**src/design/bpa_pkg.sv**
```systemverilog
`default_nettype none
package bpa_pkg;
  localparam int NUM_PAGES = 65536;
  localparam int WORD_BITS = 64;
  localparam int MAP_DEPTH = NUM_PAGES / WORD_BITS;
  localparam int ADDR_W = $clog2(MAP_DEPTH);
  localparam int BIT_W = $clog2(WORD_BITS);
  localparam int CNT_W = 17;
  localparam int PAGE_W = 16;

  localparam logic [CNT_W-1:0] CNT_MAX = '1;
  localparam logic [CNT_W-1:0] PAGE_LIMIT = CNT_W'(NUM_PAGES);
  localparam logic [CNT_W-1:0] RST_TOTAL = 17'd65536;
  localparam logic [PAGE_W-1:0] RST_SEARCH = 16'd256;
  localparam logic [CNT_W-1:0] RST_RESERVED = 17'd65536;

  localparam logic [1:0] MODE_ALLOC = 2'd0;
  localparam logic [1:0] MODE_FREE = 2'd1;
  localparam logic [1:0] MODE_RESERVE = 2'd2;
  localparam logic [1:0] MODE_RELEASE = 2'd3;

  localparam logic [1:0] STS_DONE = 2'd0;
  localparam logic [1:0] STS_NORUN = 2'd1;
  localparam logic [1:0] STS_ZERO = 2'd2;

  localparam logic REG_TOTAL = 1'b0;
  localparam logic REG_SEARCH = 1'b1;

  typedef struct packed {
    logic                 we;
    logic [ADDR_W-1:0]    waddr;
    logic [WORD_BITS-1:0] wdata;
    logic                 re;
    logic [ADDR_W-1:0]    raddr;
  } ram_req_t;

  typedef struct packed {
    logic [1:0]        status;
    logic [PAGE_W-1:0] alloc_page;
    logic [CNT_W-1:0]  free_pages;
    logic [CNT_W-1:0]  used_pages;
    logic [CNT_W-1:0]  reserved_pages;
  } result_t;
endpackage
`default_nettype wire

```
**src/design/bpa_engine.sv**
```systemverilog
`default_nettype none
module bpa_engine
  import bpa_pkg::*;
(
  input  wire logic                 clk,
  input  wire logic                 rst_n,
  input  wire logic                 start,
  input  wire logic [1:0]           mode,
  input  wire logic [PAGE_W-1:0]    first_page,
  input  wire logic [CNT_W-1:0]     page_count,
  input  wire logic [CNT_W-1:0]     limit,
  input  wire logic [PAGE_W-1:0]    search_start,
  input  wire logic [WORD_BITS-1:0] rdata,
  output ram_req_t                  req,
  output logic                      idle,
  output logic                      fin_r,
  output result_t                   res
);
  localparam logic [1:0] S_CLR = 2'd0;
  localparam logic [1:0] S_IDLE = 2'd1;
  localparam logic [1:0] S_RD = 2'd2;
  localparam logic [1:0] S_WORK = 2'd3;

  logic [1:0] state_r, state_nxt;
  logic [ADDR_W-1:0] clr_r, clr_nxt;
  logic [CNT_W-1:0] p_r, p_nxt, rem_r, rem_nxt, run_r, run_nxt, cnt_r, cnt_nxt;
  logic [CNT_W-1:0] start_r, start_nxt;
  logic [1:0] op_r, op_nxt, status_r, status_nxt;
  logic scan_r, scan_nxt, fresh_r, fresh_nxt, fin_nxt;
  logic [PAGE_W-1:0] alloc_r, alloc_nxt;
  logic [WORD_BITS-1:0] wbuf_r, wbuf_nxt, cur, nb;
  logic [CNT_W-1:0] free_r, free_nxt, used_r, used_nxt, rsv_r, rsv_nxt;
  logic [CNT_W-1:0] p_inc, start_sel;
  logic bit_v, stop;

  function automatic logic [CNT_W-1:0] inc1(input logic [CNT_W-1:0] c);
    return (c == CNT_MAX) ? c : c + 1'b1;
  endfunction
  function automatic logic [CNT_W-1:0] dec1(input logic [CNT_W-1:0] c);
    return (c == '0) ? c : c - 1'b1;
  endfunction

  assign idle = (state_r == S_IDLE) && !fin_r;
  assign res = '{status: status_r, alloc_page: alloc_r, free_pages: free_r,
                 used_pages: used_r, reserved_pages: rsv_r};

  always_comb begin
    state_nxt = state_r;
    clr_nxt = clr_r;
    p_nxt = p_r;
    rem_nxt = rem_r;
    run_nxt = run_r;
    cnt_nxt = cnt_r;
    start_nxt = start_r;
    op_nxt = op_r;
    status_nxt = status_r;
    scan_nxt = scan_r;
    fresh_nxt = 1'b0;
    fin_nxt = 1'b0;
    alloc_nxt = alloc_r;
    free_nxt = free_r;
    used_nxt = used_r;
    rsv_nxt = rsv_r;
    req = '0;
    cur = fresh_r ? rdata : wbuf_r;
    bit_v = cur[p_r[BIT_W-1:0]];
    nb = cur;
    wbuf_nxt = wbuf_r;
    p_inc = p_r + 1'b1;
    start_sel = (run_r == '0) ? p_r : start_r;
    stop = 1'b0;
    unique case (state_r)
      S_CLR: begin
        req.we = 1'b1;
        req.waddr = clr_r;
        req.wdata = '1;
        clr_nxt = clr_r + 1'b1;
        if (&clr_r) begin
          state_nxt = S_IDLE;
        end
      end
      S_IDLE: begin
        if (start) begin
          op_nxt = mode;
          cnt_nxt = page_count;
          rem_nxt = page_count;
          run_nxt = '0;
          status_nxt = STS_DONE;
          alloc_nxt = '0;
          if (page_count == '0) begin
            status_nxt = STS_ZERO;
            fin_nxt = 1'b1;
          end else if (mode == MODE_ALLOC) begin
            p_nxt = {1'b0, search_start};
            scan_nxt = 1'b1;
            if ({1'b0, search_start} >= limit) begin
              status_nxt = STS_NORUN;
              fin_nxt = 1'b1;
            end else begin
              state_nxt = S_RD;
            end
          end else begin
            p_nxt = {1'b0, first_page};
            scan_nxt = 1'b0;
            if ((mode == MODE_FREE && first_page == '0) || {1'b0, first_page} >= limit) begin
              fin_nxt = 1'b1;
            end else begin
              state_nxt = S_RD;
            end
          end
        end
      end
      S_RD: begin
        req.re = 1'b1;
        req.raddr = p_r[BIT_W +: ADDR_W];
        fresh_nxt = 1'b1;
        state_nxt = S_WORK;
      end
      S_WORK: begin
        wbuf_nxt = cur;
        p_nxt = p_inc;
        if (scan_r) begin
          if (!bit_v) begin
            start_nxt = start_sel;
            run_nxt = run_r + 1'b1;
            if (run_r + 1'b1 == cnt_r) begin
              scan_nxt = 1'b0;
              p_nxt = start_sel;
              rem_nxt = cnt_r;
              state_nxt = S_RD;
            end
          end else begin
            run_nxt = '0;
          end
          if (state_nxt == S_WORK) begin
            if (p_inc >= limit) begin
              status_nxt = STS_NORUN;
              fin_nxt = 1'b1;
              state_nxt = S_IDLE;
            end else if (&p_r[BIT_W-1:0]) begin
              state_nxt = S_RD;
            end
          end
        end else begin
          case (op_r)
            MODE_ALLOC: begin
              nb[p_r[BIT_W-1:0]] = 1'b1;
              free_nxt = dec1(free_r);
              used_nxt = inc1(used_r);
            end
            MODE_FREE: begin
              if (bit_v) begin
                nb[p_r[BIT_W-1:0]] = 1'b0;
                free_nxt = inc1(free_r);
                used_nxt = dec1(used_r);
              end
            end
            MODE_RESERVE: begin
              if (!bit_v) begin
                nb[p_r[BIT_W-1:0]] = 1'b1;
                free_nxt = dec1(free_r);
                rsv_nxt = inc1(rsv_r);
              end
            end
            default: begin
              if (bit_v) begin
                nb[p_r[BIT_W-1:0]] = 1'b0;
                free_nxt = inc1(free_r);
                rsv_nxt = dec1(rsv_r);
              end
            end
          endcase
          wbuf_nxt = nb;
          rem_nxt = rem_r - 1'b1;
          stop = (rem_r == 17'd1) || (p_inc >= limit);
          if (stop || (&p_r[BIT_W-1:0])) begin
            req.we = 1'b1;
            req.waddr = p_r[BIT_W +: ADDR_W];
            req.wdata = nb;
          end
          if (stop) begin
            fin_nxt = 1'b1;
            state_nxt = S_IDLE;
            if (op_r == MODE_ALLOC) begin
              alloc_nxt = start_r[PAGE_W-1:0];
            end
          end else if (&p_r[BIT_W-1:0]) begin
            state_nxt = S_RD;
          end
        end
      end
      default: state_nxt = S_IDLE;
    endcase
  end

  always_ff @(posedge clk) begin
    if (!rst_n) begin
      state_r <= S_CLR;
      clr_r <= '0;
      fin_r <= 1'b0;
      fresh_r <= 1'b0;
      free_r <= '0;
      used_r <= '0;
      rsv_r <= RST_RESERVED;
      scan_r <= 1'b0;
    end else begin
      state_r <= state_nxt;
      clr_r <= clr_nxt;
      fin_r <= fin_nxt;
      fresh_r <= fresh_nxt;
      free_r <= free_nxt;
      used_r <= used_nxt;
      rsv_r <= rsv_nxt;
      scan_r <= scan_nxt;
    end
  end

  always_ff @(posedge clk) begin
    p_r <= p_nxt;
    rem_r <= rem_nxt;
    run_r <= run_nxt;
    cnt_r <= cnt_nxt;
    start_r <= start_nxt;
    op_r <= op_nxt;
    status_r <= status_nxt;
    alloc_r <= alloc_nxt;
    wbuf_r <= wbuf_nxt;
  end
endmodule
`default_nettype wire

```
**config.mk**
```make
export PLATFORM = sky130hd
export DESIGN_NAME = bpa_engine
export DESIGN_NICKNAME = d
export VERILOG_FILES = /design/src/design/bpa_pkg.sv /design/src/design/bpa_engine.sv
export SDC_FILE = /design/constraint.sdc
export NUM_CORES = 1
export LEC_CHECK = 0
export BUFFER_PORTS_ARGS = -buffer_cell sky130_fd_sc_hd__buf_2
export CAP_MARGIN = 0
export CELL_PAD_IN_SITES_DETAIL_PLACEMENT = 1
export CELL_PAD_IN_SITES_GLOBAL_PLACEMENT = 2
export CORE_MARGIN = 2
export CORE_UTILIZATION = 30
export DETAILED_ROUTE_END_ITERATION = 7
export PLACE_DENSITY = 0.82
export SETUP_SLACK_MARGIN = 0.4
export SLEW_MARGIN = 10
export SYNTH_ARGS = -nofsm -noshare
export SYNTH_HDL_FRONTEND = slang
export SYNTH_SLANG_ARGS = --single-unit
```
**constraint.sdc**
```tcl
create_clock -name clk -period 10.95 [get_ports clk]
set_clock_uncertainty 0.1 [all_clocks]
set_input_delay 2.7375 -clock clk [delete_from_list [all_inputs] [get_ports clk]]
set_output_delay 2.7375 -clock clk [all_outputs]
set_load 0.02 [all_outputs]
```
; After elaboration in Yosys (flattened, before gate mapping)
; Index checks and enable logic that the tools add are counted.
[classes]
addsub = 10
order_cmp = 5
eq_ne = 33
n_mux = 92
n_bitwise = 6
reduce_logical = 34
[op_table]
columns = op, count
row1 = $mux 17, 24
row2 = $mux 64, 4
row3 = $pmux 17 s2, 6
row4 = $mux 75, 2
row5 = $pmux 75 s2, 1
row6 = $pmux 64 s2, 1
row7 = $add 17x1->17 const B, 5
row8 = $logic_not 17->1, 5
row9 = $mux 16, 5
row10 = $sub 17x1->17 const B, 4
row11 = $and 64x64->64, 1
row12 = $not 64->64, 1
row13 = $or 64x64->64, 1
row14 = $eq 17x17->1 const B, 3
row15 = $mux 2, 21
row16 = $ge 16x17->1, 2
row17 = $pmux 16 s2, 1
row18 = $ne 2x2->1 const B, 14
row19 = $mux 1, 20
row20 = $reduce_and 6->1, 3
row21 = $eq 17x1->1 const B, 1
row22 = $eq 17x17->1, 1
row23 = $ge 17x17->1, 1
row24 = $logic_not 16->1, 1
row25 = 29 further kinds, 52
[word_totals]
register_bits = 235
input_bits = 135
output_inout_bits = 157

; Logic depth before layout (Yosys ltp)
; Gate-level depths: netlist of the first run.
[logic_depth]
ltp_word = 11
depth_mapped = 19

; Worst setup path after synthesis of the first run
; Ideal clock, no wire load.
[synth_timing]
kind = input -> output
from = input limit[3]
to = output req[16] (netlist name)
arrival_ns = 5.044
slack_ns = 3.068
stages = 12
n_path_buf = 2
cell_sequence = inv_1 > ha_1 > a21oi_1 > nand2_1 > a211o_1 > a211oi_1 > o21ai_0 > o31a_1 > nand2b_1 > clkbuf_1 > clkbuf_1 > o21ai_0
[synth_lines]
columns = item, line
row1 = start: declaration, bpa_engine.sv:11  ; input wire logic [CNT_W-1:0] limit,
row2 = end: declaration, bpa_engine.sv:14  ; output ram_req_t req,

==> out/metrics.yaml, run 1 <==
htreeDepth: 1
status: "completed"
cts_tree: "done"
grt_pass1_wl_mm: 106
drc_errors: 0
grt.met1_usage_pct: 30.4
vias: 17100
finalCriticalPeriod_ns: 9.68
synth.cell_area_um2: 17700
grt_use_met3_pct: 2.63
max_slew.worst_pin.slew_ns: 1.20
grt_max_degree: 74
p_leak_nw: 7.95
grt.busiest_layer: "met2"
cts.hold.buffers_added: 0
max_slew_margin_pct: 19.8
crit_path_top_delay_cell: "and3_1"
synth_top_cell_by_area: "edfxtp_1"
gp_congestion: 0.890
syn_inst: 1953
clkPwrFrac_pct: 50.5
seqPwrFrac_pct: 44.3
synth_edf_count: 169
cpLargestDelayFamily: "simple AND/OR/NAND/NOR gates"
ctsResizeCount: 0
die_height_um: 247
worst_hold_slack_ns: 0.428
drt_iter0_drc: 1295
worstPathArrival_ns: 6.84
dp_hpwl_mm: 52.6
dpl.cell_count: 2909
p_sw_share_pct: 23.4
cts.clk_slew.worst_paths_ns: 0.06
ys_warn_count: 0
grt_pass1_vias: 17300
ant_nets: 0
post-route-period-util_pct: 88.4
cts-root-buf: "clkbuf_16"
antennaDiodeCount: 0
synth_nets: 2196
final-seq-area_um2: 6400
post_cts_buffers: 0
p_switching_mw: 0.499
firstDrtPassIters: 5
critPathLaunchType: "flip-flop"
ys_ff_latch: 235
fmax_ghz: 0.103
ys_seq_area_share_pct: 36.1
synthTopCellsByCount: "nor2_1 (210), edfxtp_1 (169), a31oi_1 (125)"
grt_overflow_total: 0
multi_input_area_um2: 10500
hold_path_class: "reg -> reg"
yosysMostFrequentCell: "nor2_1"
cap_violations: 0
combPwrFrac_pct: 5.2
via_per_inst: 5.76
antenna_found_initial: 1
coreArea_um2: 58700
hold_viol: 0
clock_tree.buffer_depth: 3
total_power_mw: 2.14
numCtsBuffers: 30
synth_top_area_share_pct: 28.7
fin_tns_setup_ns: 0
powerDensity_nw_per_um2: 102
io_buffers: 291
ys_types: 79
drive_gt1_share_pct: 20.2
ys.flop_type: "edfxtp_1"
grtUsageTotal_pct: 22.2
final_nets: 2411
crit_fanout: 64
required_ns: 8.11
die_w_um: 247
fin_util_pct: 35.6
clk_latency_ns: 0.58
cp_slowest_stage_delay_ns: 0.73
io_pins: 292
cp-end-kind: "output port"
finalWirelength_mm: 70.1
dieArea_um2: 61000
wire_per_inst_um: 23.6
critPathKind: "reg -> out"
row_count: 89
final-setup-viol-count: 0
path_cells: "and3_1 > and3_1 > and2_1 > nand3_1 > xnor2_1 > ha_1 > and3_1 > nand3_1 > nor2_1 > a211oi_1 > o21ai_0 > o31a_1 > nand2b_2 > or3b_1 > o21ai_1 > buf_2"
rsz0062_at_grt: "no"
start_util_pct: 30.2
stdcell_count: 2965
cp.buffers_inverters: 1
fillCellCount: 6840
internal_power_mw: 1.64
area_growth_pct: 17.9
syn_avg_cell_area_um2: 9.07
slew_viol_final: 0
clock-sinks: 235
peakVddDrop_mv: 0.112
use_met2_pct: 36.5
synth_top_cells_by_area: "edfxtp_1 (29%), dfxtp_1 (7.5%), ha_1 (7.4%), mux2i_1 (6.7%), nor2_1 (4.5%)"
crit_top_cell: "and3_1"
async_flop_share_pct: 0
-- flip-flops by register name, indices dropped and copies added (netlist names) --
signal	count
clr_r	10
cnt_r	17
start_r	17
run_r	17
free_r	17
op_r	2
wbuf_r	64
state_r	2
rsv_r	17
status_r	2
scan_r	1
alloc_r	16
used_r	17
fresh_r	1
fin_r	1
p_r	17
rem_r	17
-- cell usage in the layout (no fill, tap or decap), types with 33 or more instances in the layout --
cell type	n
nand2_1	94
a21oi_1	60
and2_1	38
mux2_2	33
a31oi_1	125
nor3_1	40
mux2i_1	117
o21ai_0	118
inv_1	59
o22ai_1	80
nor2_1	207
buf_2	291
xnor2_1	71
dfxtp_1	65
ha_1	104
nand3_1	49
edfxtp_1	169
xor2_1	35
-- power by group through the flow --
stage	logic [mW]	clock network, mW	registers, mW
final	0.111	1.08	0.947
after global routing	0.122	1.13	0.947
after floorplan	0.0524	0	0.966
after global placement	0.109	0	0.966
after detailed placement	0.111	0	0.966
after CTS	0.112	1.10	0.947
-- metrics by stage --
step	cell area (um2)	worst slack [ns]
after global placement	19800	1.63
after floorplan	17700	3.07
final	20900	1.27
after global routing	20900	0.864
after CTS	20900	1.37
after detailed placement	19800	1.49
-- routing by layer --
layer  part of all wire (%)  wire length, um
met4                    2.9             2070
met2                     47            32800
met1                     45            31500
met5                      0                0
met3                    5.3             3740
-- tightest hold or removal path, cell delays in order, from the launching register on --
cell	delay, ns
dfxtp_1	0.35
nand2_1	0.07
o21ai_0	0.06
-- final cells by class --
| class | count | area share [%] |
|---|---|---|
| multi-input combinational | 1521 | 50.5 |
| tap | 773 | 4.63 |
| clock inverter | 22 | 1.20 |
| sequential | 235 | 30.7 |
| inverter | 61 | 1.10 |
| timing repair buffer | 319 | 8.04 |
| clock buffer | 34 | 3.87 |
-- path summary, 6_finish.rpt --
kind | end | cells past startpoint | slack, ns | start
hold reg to reg | free_r[9] | 2 | 0.43 | free_r[9]
setup / recovery | req[42] | 16 | 1.27 | p_r[3]
setup reg to reg | alloc_r[6] | 14 | 4.96 | p_r[3]
hold / removal | free_r[9] | 2 | 0.43 | free_r[9]
-- kinds of logic (layout without fill, tap and decap cells) --
family / after synthesis / after routing / share of synthesized area [%]
AO/OA/AOI/OAI: 545 / 545 / 19.9
XOR/XNOR: 107 / 107 / 5.38
adder cells (fa/ha/maj): 108 / 108 / 7.76
buffers and inverters: 197 / 436 / 4.77
flip-flops: 235 / 235 / 36.1
multiplexers: 152 / 152 / 8.86
AND/OR/NAND/NOR: 609 / 609 / 17.2
(Power assumes the default switching activity.)
==> inputs of run 2 (changes only) <==
--- a/config.mk
+++ b/config.mk
@@ -5,6 +5,7 @@
 export SDC_FILE = /design/constraint.sdc
 export NUM_CORES = 1
 export LEC_CHECK = 0
+export ABC_AREA = 1
 export BUFFER_PORTS_ARGS = -buffer_cell sky130_fd_sc_hd__buf_2
 export CAP_MARGIN = 0
 export CELL_PAD_IN_SITES_DETAIL_PLACEMENT = 1
@@ -12,7 +13,7 @@
 export CORE_MARGIN = 2
 export CORE_UTILIZATION = 30
 export DETAILED_ROUTE_END_ITERATION = 7
-export PLACE_DENSITY = 0.82
+export PLACE_DENSITY = 0.87
 export SETUP_SLACK_MARGIN = 0.4
 export SLEW_MARGIN = 10
 export SYNTH_ARGS = -nofsm -noshare
==> run 2 against run 1 <==
Design area is 1.3% higher. Highest routed layer is now met5. Power is 58% higher. Clock-buffer cell count rose by 5. Largest cell class unchanged. Sequential share of layout area shrank 0.38 points. Flip-flop and latch count did not move. Maximum frequency up 8.8%. First-iteration DRC count down 1.2%. Critical path type unchanged.
==> out/metrics.yaml, run 2 <==
status: "completed"
drt_iter0_drc: 1279  # -1.2%
hold_path_class: "reg -> reg"
worstPathArrival_ns: 6.06  # -0.78 ns
cts.hold.buffers_added: 0  # unchanged
cts-root-buf: "clkbuf_16"
drc_errors: 0  # unchanged
synth_nets: 2738  # +25%
ys.flop_type: "edfxtp_1"
grt_overflow_total: 0  # unchanged
antenna_found_initial: 4  # +3
coreArea_um2: 59200  # +0.95%
ctsResizeCount: 0  # unchanged
synth_top_cell_by_area: "edfxtp_1"
yosysMostFrequentCell: "nand2_1"
hold_viol: 0  # unchanged
grt_pass1_vias: 19500  # +13%
async_flop_share_pct: 0  # unchanged
use_met2_pct: 38.9  # +2.4 points
largest_reg_flops: 64  # unchanged
clock-sinks: 235  # unchanged
io_buffers: 291  # unchanged
critPathLaunchType: "flip-flop"
layout_commonest_cell: "nand2_1"
numCtsBuffers: 30  # unchanged
stdcell_count: 3525  # +19%
max_slew_margin_pct: 25.3  # +5.5 points
start_util_pct: 30.4  # +0.25 points
synth.cell_area_um2: 18000  # +1.8%
synth-xor-area-share_pct: 3.58  # -1.8 points
worst_hold_slack_ns: 0.399  # -0.0290 ns
synthTopCellsByCount: "nand2_1 (696), nor2_1 (264), inv_1 (213)"
grt_pass1_wl_mm: 111  # +5.2%
cts.clk_slew.worst_paths_ns: 0.06  # about the same
synth_top_cells_by_area: "edfxtp_1 (28%), nand2_1 (14%), dfxtp_1 (7.3%), ha_1 (7.3%), a21oi_1 (5.5%)"
fin_tns_setup_ns: 0  # unchanged
final_cell_mix: "nand2_1 (696), buf_2 (291), nor2_1 (264)"
row_count: 89  # unchanged
post-route-period-util_pct: 81.3  # -7.1 points
fin_ws_ns: 2.05  # +0.782 ns
syn_inst: 2495  # +28%
rsz0062_at_grt: "no"
dp_hpwl_mm: 54.5  # +3.7%
final-setup-viol-count: 0  # unchanged
synth_fa_ha_area_share_pct: 7.62  # -0.14 points
ys_warn_count: 0  # unchanged
ant_nets: 0  # unchanged
synth_top_area_share_pct: 28.2  # -0.50 points
post_cts_buffers: 0  # unchanged
grt.busiest_layer: "met2"
grt_use_met3_pct: 2.13  # -0.49 points
peakVddDrop_mv: 0.118  # +5.8%
die_height_um: 249  # +0.87%
slew_viol_final: 0  # unchanged
synth.area.mux_share_pct: 0.292  # -8.6 points
yosys.area_share.simple_pct: 27.9  # +11 points
place_ws_ns: 2.37  # +0.877 ns
io_pins: 292  # unchanged
gp_congestion: 0.886  # -0.39%
synth_top_family_by_area: "simple AND/OR/NAND/NOR gates"
cap_violations: 0  # unchanged
clk_latency_ns: 0.57  # about the same
ys_seq_area_share_pct: 35.5  # -0.63 points
ys_types: 50  # -37%
finalCriticalPeriod_ns: 8.90  # -0.782 ns
crit_fanout: 64  # unchanged
cts_tree: "done"
vias: 18900  # +11%
die_w_um: 249  # +0.87%
max_slew.worst_pin.slew_ns: 1.12  # -0.0750 ns
critPathKind: "reg -> out"
grt_max_degree: 115  # +55%
clock_tree.buffer_depth: 3  # unchanged
drive_gt1_share_pct: 14.6  # -5.5 points
synth_edf_count: 169  # unchanged
ys_ff_latch: 235  # unchanged
required_ns: 8.11  # about the same
dpl.cell_count: 3469  # +19%
via_per_inst: 5.38  # -6.7%
finalWirelength_mm: 72.3  # +3.1%
p_leak_nw: 9.14  # +15%
grtUsageTotal_pct: 22.4  # +0.22 points
firstDrtPassIters: 5  # unchanged
final_nets: 2971  # +23%
largest_register: "wbuf_r"
htreeDepth: 1  # unchanged
area_growth_pct: 17.3
fmax_ghz: 0.112  # +8.8%
fillCellCount: 7491  # +9.5%
syn_avg_cell_area_um2: 7.22  # -20%
grt.met1_usage_pct: 29.1  # -1.3 points
powerDensity_nw_per_um2: 160  # +56%
cp-end-kind: "output port"
wire_per_inst_um: 20.5  # -13%
dieArea_um2: 62000  # +1.7%
synth-compound-area-share_pct: 17.6  # -2.2 points
run 2: where the power goes:
part	internal [mW]	total [mW]	leakage [nW]	switching (mW)
registers	1.04	1.10	2.07	0.0648
logic	0.343	1.20	6.57	0.859
clock network	0.657	1.07	0.508	0.412
total	2.04	3.37	9.14	1.34
run 2: logic make-up after synthesis:
logic type	after synthesis
AOI/OAI and AO/OA	537
xor gates and xnor gates	72
adders and majority gates	108
buffers and inverters	332
DFF	235
muxes	5
and+or+nand+nor	1206
run 2: final timing paths:
| check | startpoint | to | slack [ns] | cells after the start |
|---|---|---|---|---|
| setup / recovery | p_r[0] | req[30] | 2.05 | 23 |
| hold / removal | clr_r[0] | clr_r[0] | 0.40 | 1 |
| setup reg to reg | p_r[0] | alloc_r[1] | 5.57 | 21 |
| hold reg to reg | clr_r[0] | clr_r[0] | 0.40 | 1 |
run 2: layout make-up:
cell class	instances	area, um2	area share, %
Multi-Input combinational cell	1928	10300	48.7
Clock buffer	39	847	4.01
Antenna cell	2	5.00	0.0237
Sequential cell	235	6400	30.3
Timing Repair Buffer	307	1580	7.46
Tap cell	773	967	4.57
Inverter	226	848	4.01
Clock inverter	15	200	0.947
run 2: metrics by stage:
step	cell area, um2	power, mW	util [%]
after floorplan	18000	1.89	-
after global placement	20100	2.28	33.9
after detailed placement	20100	2.32	33.9
after CTS	21100	3.40	35.7
after global routing	21100	3.54	35.7
final	21100	3.37	35.7
run 2: critical path, stage by stage, from the launching register on:
cell and delay (ns):
edfxtp_1 0.58, inv_2 0.15, nor2_2 0.58, nand2_1 0.31, nor2_1 0.24, nand4_1 0.14, nor2_1 0.20, inv_1 0.09
nor3_1 0.19, nand2_1 0.10, xor2_1 0.25, inv_1 0.09, ha_1 0.31, nand2_1 0.09, nor3_1 0.34, nand3b_1 0.17
nand4_1 0.23, nor2_1 0.09, nand2_1 0.09, nand2_1 0.07, a21oi_1 0.20, inv_2 0.40, a21oi_1 0.30, buf_2 0.20
run 2: routing by layer:
metal  wire (um)  share of wire, %
met5          11             0.015
met4        2450               3.4
met3        3540               4.9
met2       34900                48
met1       31300                43
==> inputs of run 3 (changes only) <==
--- a/config.mk
+++ b/config.mk
@@ -13,7 +13,7 @@
 export CORE_MARGIN = 2
 export CORE_UTILIZATION = 30
 export DETAILED_ROUTE_END_ITERATION = 7
-export PLACE_DENSITY = 0.87
+export PLACE_DENSITY = 0.9
 export SETUP_SLACK_MARGIN = 0.4
 export SLEW_MARGIN = 10
 export SYNTH_ARGS = -nofsm -noshare
==> constraint.sdc (replaced) <==
create_clock -name clk -period 7.4 [get_ports clk]
set_clock_uncertainty 0.1 [all_clocks]
set_input_delay 1.85 -clock clk [delete_from_list [all_inputs] [get_ports clk]]
set_output_delay 1.85 -clock clk [all_outputs]
set_load 0.02 [all_outputs]
==> run 3 against run 2 <==
Design area is 0.73% higher. Combinational power is 54% higher. Clock-buffer cell count is 1 lower. Cell count is 0.51% higher. Utilization is 0.26 points higher. Hold slack better by 0.0030 ns.
==> out/metrics.yaml, run 3 (same netlist as run 2, synthesis figures left out) <==
start_util_pct: 30.4  # unchanged
status: "completed"
max_slew.worst_pin.slew_ns: 1.20  # +0.0845 ns
worstPathArrival_ns: 4.79  # -1.27 ns
finalWirelength_mm: 72.4  # +0.11%
max_slew_margin_pct: 19.7  # -5.6 points
critPathLaunchType: "flip-flop"
dp_hpwl_mm: 54.1  # -0.81%
cap_violations: 0  # unchanged
r2r-start: "p_r[1]"
stdcell_count: 3543  # +0.51%
critPathKind: "reg -> out"
firstDrtPassIters: 8  # +3
seqPwrFrac_pct: 32.3  # -0.3 points
cts_tree: "done"
fmax_ghz: 0.148
worstRegToRegCells: 22  # +4.8%
antenna_found_initial: 6  # +2
drt_iter0_drc: 1213  # -5.2%
io_pins: 292  # unchanged
row_count: 89  # unchanged
worst_hold_slack_ns: 0.402  # +0.00305 ns
grtUsageTotal_pct: 22.3  # -0.12 points
grt_pass1_vias: 19400  # -0.46%
dpl.cell_count: 3476  # +0.20%
grt_pass1_wl_mm: 110  # -0.68%
fin_ws_ns: 0.659  # -1.39 ns
numCtsBuffers: 30  # unchanged
p_sw_share_pct: 40.2  # +0.58 points
crit_fanout: 32  # -50%
required_ns: 5.45  # -2.66 ns
hold_depth: 2  # +1
grt_max_degree: 126  # +9.6%
powerDensity_nw_per_um2: 236  # +48%
place_ws_ns: 0.627  # -1.74 ns
gp_congestion: 0.873  # -1.5%
cts-root-buf: "clkbuf_16"
p_switching_mw: 2.02  # +51%
cts.clk_slew.worst_paths_ns: 0.06  # about the same
fin_tns_setup_ns: 0  # unchanged
ant_nets: 0  # unchanged
rsz0062_at_grt: "no"
io_buffers: 291  # unchanged
wire_per_inst_um: 20.4  # -0.40%
p_leak_nw: 9.22  # +0.83%
drc_errors: 0  # unchanged
clock-sinks: 235  # unchanged
clock_tree.buffer_depth: 3  # unchanged
final_cell_mix: "nand2_1 (695), buf_2 (291), nor2_1 (260)"
via_per_inst: 5.37  # -0.11%
dieArea_um2: 62000  # unchanged
final_nets: 2985  # +0.47%
clkPwrFrac_pct: 30.9  # -0.8 points
die_height_um: 249  # unchanged
layout_commonest_cell: "nand2_1"
peakVddDrop_mv: 0.178  # +51%
vias: 19000  # +0.40%
grt_overflow_total: 0  # unchanged
final-setup-viol-count: 0  # unchanged
area_growth_pct: 18.2
internal_power_mw: 3.01  # +48%
clk_latency_ns: 0.58  # about the same
die_w_um: 249  # unchanged
slew_viol_final: 0  # unchanged
worstSetupStartpoint: "p_r[1]"
hold_viol: 0  # unchanged
min_from: "clr_r[2]"
coreArea_um2: 59200  # unchanged
finalCriticalPeriod_ns: 6.74
post-route-period-util_pct: 91.1
drive_gt1_share_pct: 15.4  # +0.78 points
hold_path_class: "reg -> reg"
combPwrFrac_pct: 36.8  # +1.2 points
htreeDepth: 1  # unchanged
cp-end-kind: "output port"
cts.hold.buffers_added: 0  # unchanged
fillCellCount: 7428  # -0.84%
largest_reg_flops: 64  # unchanged
largest_register: "wbuf_r"
[run 3: changes by cell type in the layout (fill, tap and decap cells not counted), moves of 3 or more]
cell | before | now
nor3_2 | 1 | 4
nor3_1 | 21 | 18
buf_4 | 16 | 28
nor2_1 | 264 | 260
clkinv_2 | 4 | 9
[run 3: power groups by stage]
| stage | registers [mW] | clock network, mW | logic (mW) |
|---|---|---|---|
| 2_1_floorplan | 1.63 | 0 | 1.17 |
| 3_3_place_gp | 1.65 | 0 | 1.73 |
| 3_5_place_dp | 1.65 | 0 | 1.79 |
| 4_1_cts | 1.62 | 1.59 | 1.81 |
| 5_1_grt | 1.64 | 1.63 | 2.01 |
| 6_report | 1.62 | 1.56 | 1.85 |
[run 3: worst paths after layout]
path,to,slack (ns)
worst min-delay path,clr_r[2],0.40
worst max register to register,alloc_r[2],3.15
worst min register to register,clr_r[2],0.40
worst max-delay path,req[13],0.66
[run 3: layer usage]
metal / up-vias / routed length (um) / global-route usage (%)
met5: - / 0 / 0
met4: 0 / 3010 / 9.28
met3: 143 / 3610 / 2.94
met2: 580 / 33400 / 36.9
met1: 9257 / 32300 / 29.3
li1: 9043 / - / -
[run 3: cell type report]
| type | count | area (um2) | share of cell area, % |
|---|---|---|---|
| Clock buffer | 38 | 802 | 3.77 |
| Timing Repair Buffer | 321 | 1710 | 8.04 |
| Antenna cell | 4 | 10.0 | 0.0470 |
| Clock inverter | 18 | 210 | 0.987 |
| Sequential cell | 235 | 6400 | 30.1 |
| Multi-Input combinational cell | 1928 | 10300 | 48.6 |
| Inverter | 226 | 848 | 3.98 |
| Tap cell | 773 | 967 | 4.54 |
[run 3: critical path, stage by stage, from the launching register on]
cell      delay [ns]
edfxtp_1        0.43
nand2_1         0.12
nor2_2          0.09
buf_4           0.20
nand2_1         0.15
nor2_2          0.15
nand4_1         0.14
nor2_2          0.17
inv_1           0.07
nor3_2          0.15
nand2_1         0.12
xor2_2          0.19
inv_1           0.07
ha_1            0.30
nand2_1         0.14
o21ai_0         0.15
a21oi_1         0.16
nand4_1         0.19
nor2_1          0.19
nand2_1         0.08
nand2_1         0.10
a21oi_2         0.07
inv_2           0.22
buf_12          0.21
a21oi_1         0.07
buf_2           0.22
[run 3: timing repair]
action | in CTS | in global routing
gates resized for setup | 4 | 11
pin swaps | 0 | 2
buffers inserted | 3 | 3
cloned | 0 | 1
setup endpoints to repair | 74 | 74
[run 3: per-stage QoR]
step	util, %	cell area (um2)	power [mW]
floorplan	-	18000	2.79
global placement	34.0	20100	3.38
detailed placement	34.0	20100	3.44
CTS	35.8	21200	5.02
global route	35.9	21300	5.27
finish	35.9	21300	5.03
